===== src/hdl/bfa_ram.sv =====
// Generic single-write, single-read memory with registered read data.
module bfa_ram #(
    parameter int WIDTH = 8,
    parameter int DEPTH = 512
) (
    input  logic                     clk,
    input  logic                     we,
    input  logic [$clog2(DEPTH)-1:0] waddr,
    input  logic [WIDTH-1:0]         wdata,
    input  logic [$clog2(DEPTH)-1:0] raddr,
    output logic [WIDTH-1:0]         rdata
);

    logic [WIDTH-1:0] mem [DEPTH];

    always_ff @(posedge clk)
    begin
        if (we)
        begin
            mem[waddr] <= wdata;
        end
        rdata <= mem[raddr];
    end

endmodule

===== config.mk =====
export PLATFORM = sky130hd
export DESIGN_NAME = bfa_ram
export DESIGN_NICKNAME = d
export VERILOG_FILES = /design/src/hdl/bfa_ram.sv
export SDC_FILE = /design/constraint.sdc
export NUM_CORES = 2
export LEC_CHECK = 0
export ABC_CLOCK_PERIOD_IN_PS = 1900
export BUFFER_PORTS_ARGS = -buffer_cell sky130_fd_sc_hd__buf_2
export CORE_MARGIN = 4
export CORE_UTILIZATION = 40
export CTS_CLUSTER_SIZE = 40
export DETAILED_ROUTE_END_ITERATION = 12
export GPL_ROUTABILITY_DRIVEN = 0
export HOLD_SLACK_MARGIN = 0.12
export SLEW_MARGIN = 25
export SYNTH_ARGS = -nofsm -noshare
export SYNTH_HDL_FRONTEND = slang
export SYNTH_SLANG_ARGS = --single-unit

===== constraint.sdc =====
create_clock -name clk -period 1.9 [get_ports clk]
set_input_delay 0.095 -clock clk [delete_from_list [all_inputs] [get_ports clk]]
set_output_delay 0.095 -clock clk [all_outputs]
set_load 0.1 [all_outputs]

# After elaboration in Yosys (flattened, before gate mapping)
# Memory sizes are Yosys's and may differ from the RTL's. A register that Yosys moved wholly into a read port is not among the register bits.
# Cells that the tools add are included.
[word_totals]
regBits = 0
mem_bits_rw = 4096
input_bits = 28
memories = 1
[classes]
mux = 2
[memory_table]
columns = ["name", "depth", "word_bits", "rd", "rd_clocked_by_memory_dff", "wr", "line_no", "text"]
rows = [
  ["mem", 512, 8, 1, 1, 1, "14", "logic [WIDTH-1:0] mem [DEPTH];"],
]
[ops]
columns = ["cell", "n"]
rows = [
  ["$mux 1", 2],
]

# Depth between registers and ports, before layout
[depth]
depth_word = 2
ltp_mapped = 12
ltp_nobuf = 7

# Least setup slack after synthesis
# No wires, ideal clock.
[synth_timing]
path_type = "input -> register"
start = "in raddr[0]"
end = "reg rdata[0], read port of mem"
setup_time_ns = 0.118
t_arrival_ns = 1.949
required_time_ns = 1.782
slack_ns = -0.167
cell_stages = 10
cell_sequence = "buf_4 buf_12 buf_12 buf_2 mux4_2 o21ai_0 nand3_1 nand4_1 o21ai_0 o2111a_1"
[synth_lines]
columns = ["item", "line_no", "text"]
rows = [
  ["start, declared", "10", "input logic [$clog2(DEPTH)-1:0] raddr,"],
  ["end, declared", "11", "output logic [WIDTH-1:0] rdata"],
]

==> impl_metrics.json <==
{
  "synth_edf_count": 4096,
  "path_class": "flip-flop to flip-flop",
  "clock-sinks": 4104,
  "wl_met2_um": 213000,
  "cts_made_buffers": 416,
  "wl_um": 441000,
  "rows": 231,
  "fin_hold_ws_ns": 0.176,
  "yosys-top-cells-area": "edfxtp_1, mux4_2, mux2i_1",
  "final_layout_size_suffix_gt1_frac": 0.318,
  "layout_commonest_cell": "edfxtp_1",
  "grt_pass1_vias": 88055,
  "postRouteAntennaNets": 0,
  "hp-class": "input pin to flip-flop",
  "synth_seq_cells": 4104,
  "pin_count": 36,
  "area_growth_pct": 21.3,
  "wl_per_cell_um": 29.0,
  "layout_common_cells": "edfxtp_1, buf_4, mux2i_1, mux4_2, nor2_1",
  "grt-ovfl-total": 0,
  "power.density_mw_per_mm2": 993,
  "crit_path_max_incr_delay_ns": 0.44,
  "violations": "setup timing",
  "critPathRequiredTime_ns": 2.83,
  "cp_num_cells": 7,
  "crit_arrival_ns": 3.27,
  "synth_cell_types": 51,
  "maxCapViolCount": 0,
  "die_x_um": 640,
  "fin_skew_ns": 0.0867,
  "period_minus_slack_ns": 2.33,
  "io_buffers": 35,
  "ys_seq_area_frac": 0.770,
  "finalWorstSetupSlack_ns": -0.433,
  "syn_area_per_cell_um2": 19.9,
  "synth_top_area_share": 0.769,
  "status": "finished, violations left",
  "async_flop_share": 0,
  "vias_per_cell": 5.73,
  "clk_transition_reported_paths_ns": 0.06,
  "drt-met1-wl_um": 178000,
  "p_leak_nw": 64.3,
  "slew_headroom": 0.389,
  "h-tree-depth": 5,
  "fin_crit_sh": 1.23,
  "cpMaxStageDelayCell": "nor4_4",
  "critPathMaxFanout": 2,
  "wl_met3_um": 34500,
  "drc": 0,
  "nets": 9598,
  "clk_latency_ns": 1.00,
  "dp_hpwl_um": 290000,
  "syn_inst": 8030,
  "ys.flop_type": "edfxtp_1",
  "yosys.area.top_type": "edfxtp_1",
  "setup_viol": 13,
  "dp_slack_ns": -1.50,
  "firstDrtPassIters": 6,
  "hold_depth": 6,
  "drtIter0Drc": 10102,
  "slew_viol_final": 0,
  "hold_viol": 0,
  "root_buffer": "clkbuf_16",
  "ir_worst_vdd_mv": 0.916,
  "worst_slew_pin_slew_ns": 0.913,
  "cts_tree": "done",
  "clock_path_buffers": 4,
  "dp_cells": 14361,
  "rsz0062_at_grt": "true",
  "grtUsageTotal": 0.212,
  "reg2regPathDepth": 7,
  "vias": 86949,
  "critPathCaptureType": "flip-flop",
  "start_util": 0.403,
  "top_layer_used": "met4",
  "grt_first_pass_wirelength_um": 635000,
  "start_kind": "flip-flop",
  "cp_num_buf_inv": 0,
  "core_area_mm2": 0.397,
  "fin_cells": 15183,
  "max_freq_ghz": 0.429,
  "path_cells": "mux2i_1 -> o221ai_1 -> a21oi_2 -> nor4_2 -> nand4_1 -> nor4_4 -> o2111a_1",
  "die_y_um": 640,
  "grt_start_max_net_pins": 122,
  "yosys_warnings": 0,
  "synth_nets": 8058,
  "antenna_found_initial": 28,
  "path_delay_family": "simple AND/OR/NAND/NOR gates",
  "die-area_mm2": 0.410,
  "syn_area_mm2": 0.160
}
routing by layer:
layer,up-vias,GRT usage
met4,0,0.0661
met3,751,0.0357
met1,45823,0.293
met2,3751,0.344
li1,36624,-
met5,-,0
state kept, by name, indices dropped and copies added, names as in the netlist:
register	cells
mem	4096
rdata	8
final timing paths:
| kind | endpoint | slack [ns] | from |
|---|---|---|---|
| hold / removal | rdata[6] | 0.18 | raddr[2] |
| hold reg to reg | rdata[2] | 1.12 | mem[298][2] |
| setup / recovery | rdata[7] | -0.43 | mem[274][7] |
| setup reg to reg | rdata[7] | -0.43 | mem[274][7] |
final cells by class:
cell class / instances / area [µm²]
fill: 32279 / 203000
sequential: 4104 / 123000
multi-input combinational: 3410 / 35600
timing repair buffer: 1635 / 15000
clock buffer: 486 / 10700
tap: 5242 / 6560
clock inverter: 286 / 2890
antenna: 17 / 42.5
inverter: 3 / 18.8
logic make-up (layout without fill, tap and decap cells):
kind of cell / count (synthesis) / count (layout) / share of synthesized area
compound gates: 979 / 979 / 0.0431
buf+inv: 516 / 2410 / 0.0185
flops: 4104 / 4104 / 0.770
mux: 1451 / 1451 / 0.142
other cells: 0 / 17 / 0
simple gates: 980 / 980 / 0.0263
metrics by stage:
| stage | area (µm²) | util | total power [mW] | setup TNS [ns] |
|---|---|---|---|---|
| floorplan | 160000 | - | 107 | -0.164 |
| global placement | 178000 | 0.449 | 112 | -22.48 |
| detailed placement | 178000 | 0.449 | 113 | -30.11 |
| CTS | 193000 | 0.487 | 194 | -19.72 |
| global route | 194000 | 0.488 | 199 | -5.07 |
| finish | 194000 | 0.489 | 193 | -2.56 |
cells in the mapped netlist (6+ instances only):
cell type	count
buf_6	64
nor2_1	597
clkbuf_1	265
nor3b_1	8
nor2b_1	6
and2_1	20
nor4_1	36
a211oi_1	17
dfxtp_1	8
nand2_1	111
a21oi_1	194
or3_1	6
o221ai_1	371
edfxtp_1	4096
o22ai_1	163
o31ai_1	13
buf_1	41
buf_4	70
o2111a_1	8
o41ai_1	7
mux2i_1	797
nand4_1	32
a22oi_1	61
buf_8	11
o21ai_0	118
mux4_2	654
buf_2	57
nor3_1	109
nand3_1	36
report_power, final:
group	leakage [nW]	switching, mW	internal [mW]
logic	20.8	7.04	4.28
registers	36.9	0.160	99.7
clock network	6.61	34.9	46.6
total	64.3	42.1	151
tightest hold or removal path: cells and delay by family:
kind,cells,cell delay [ns]
AOI/OAI and AO/OA,3,0.41
buffers and inverters,3,0.55
what timing repair did:
item / CTS / global route
endpoints found under the hold margin: 4977 / 49
hold buffers: 30 / 2
gates resized for setup: 231 / 108
pin swaps: 66 / 43
setup buffers: 5 / 6
endpoints found under the setup margin: 16 / 378
Note: power is estimated with default switching activity, not from simulation.
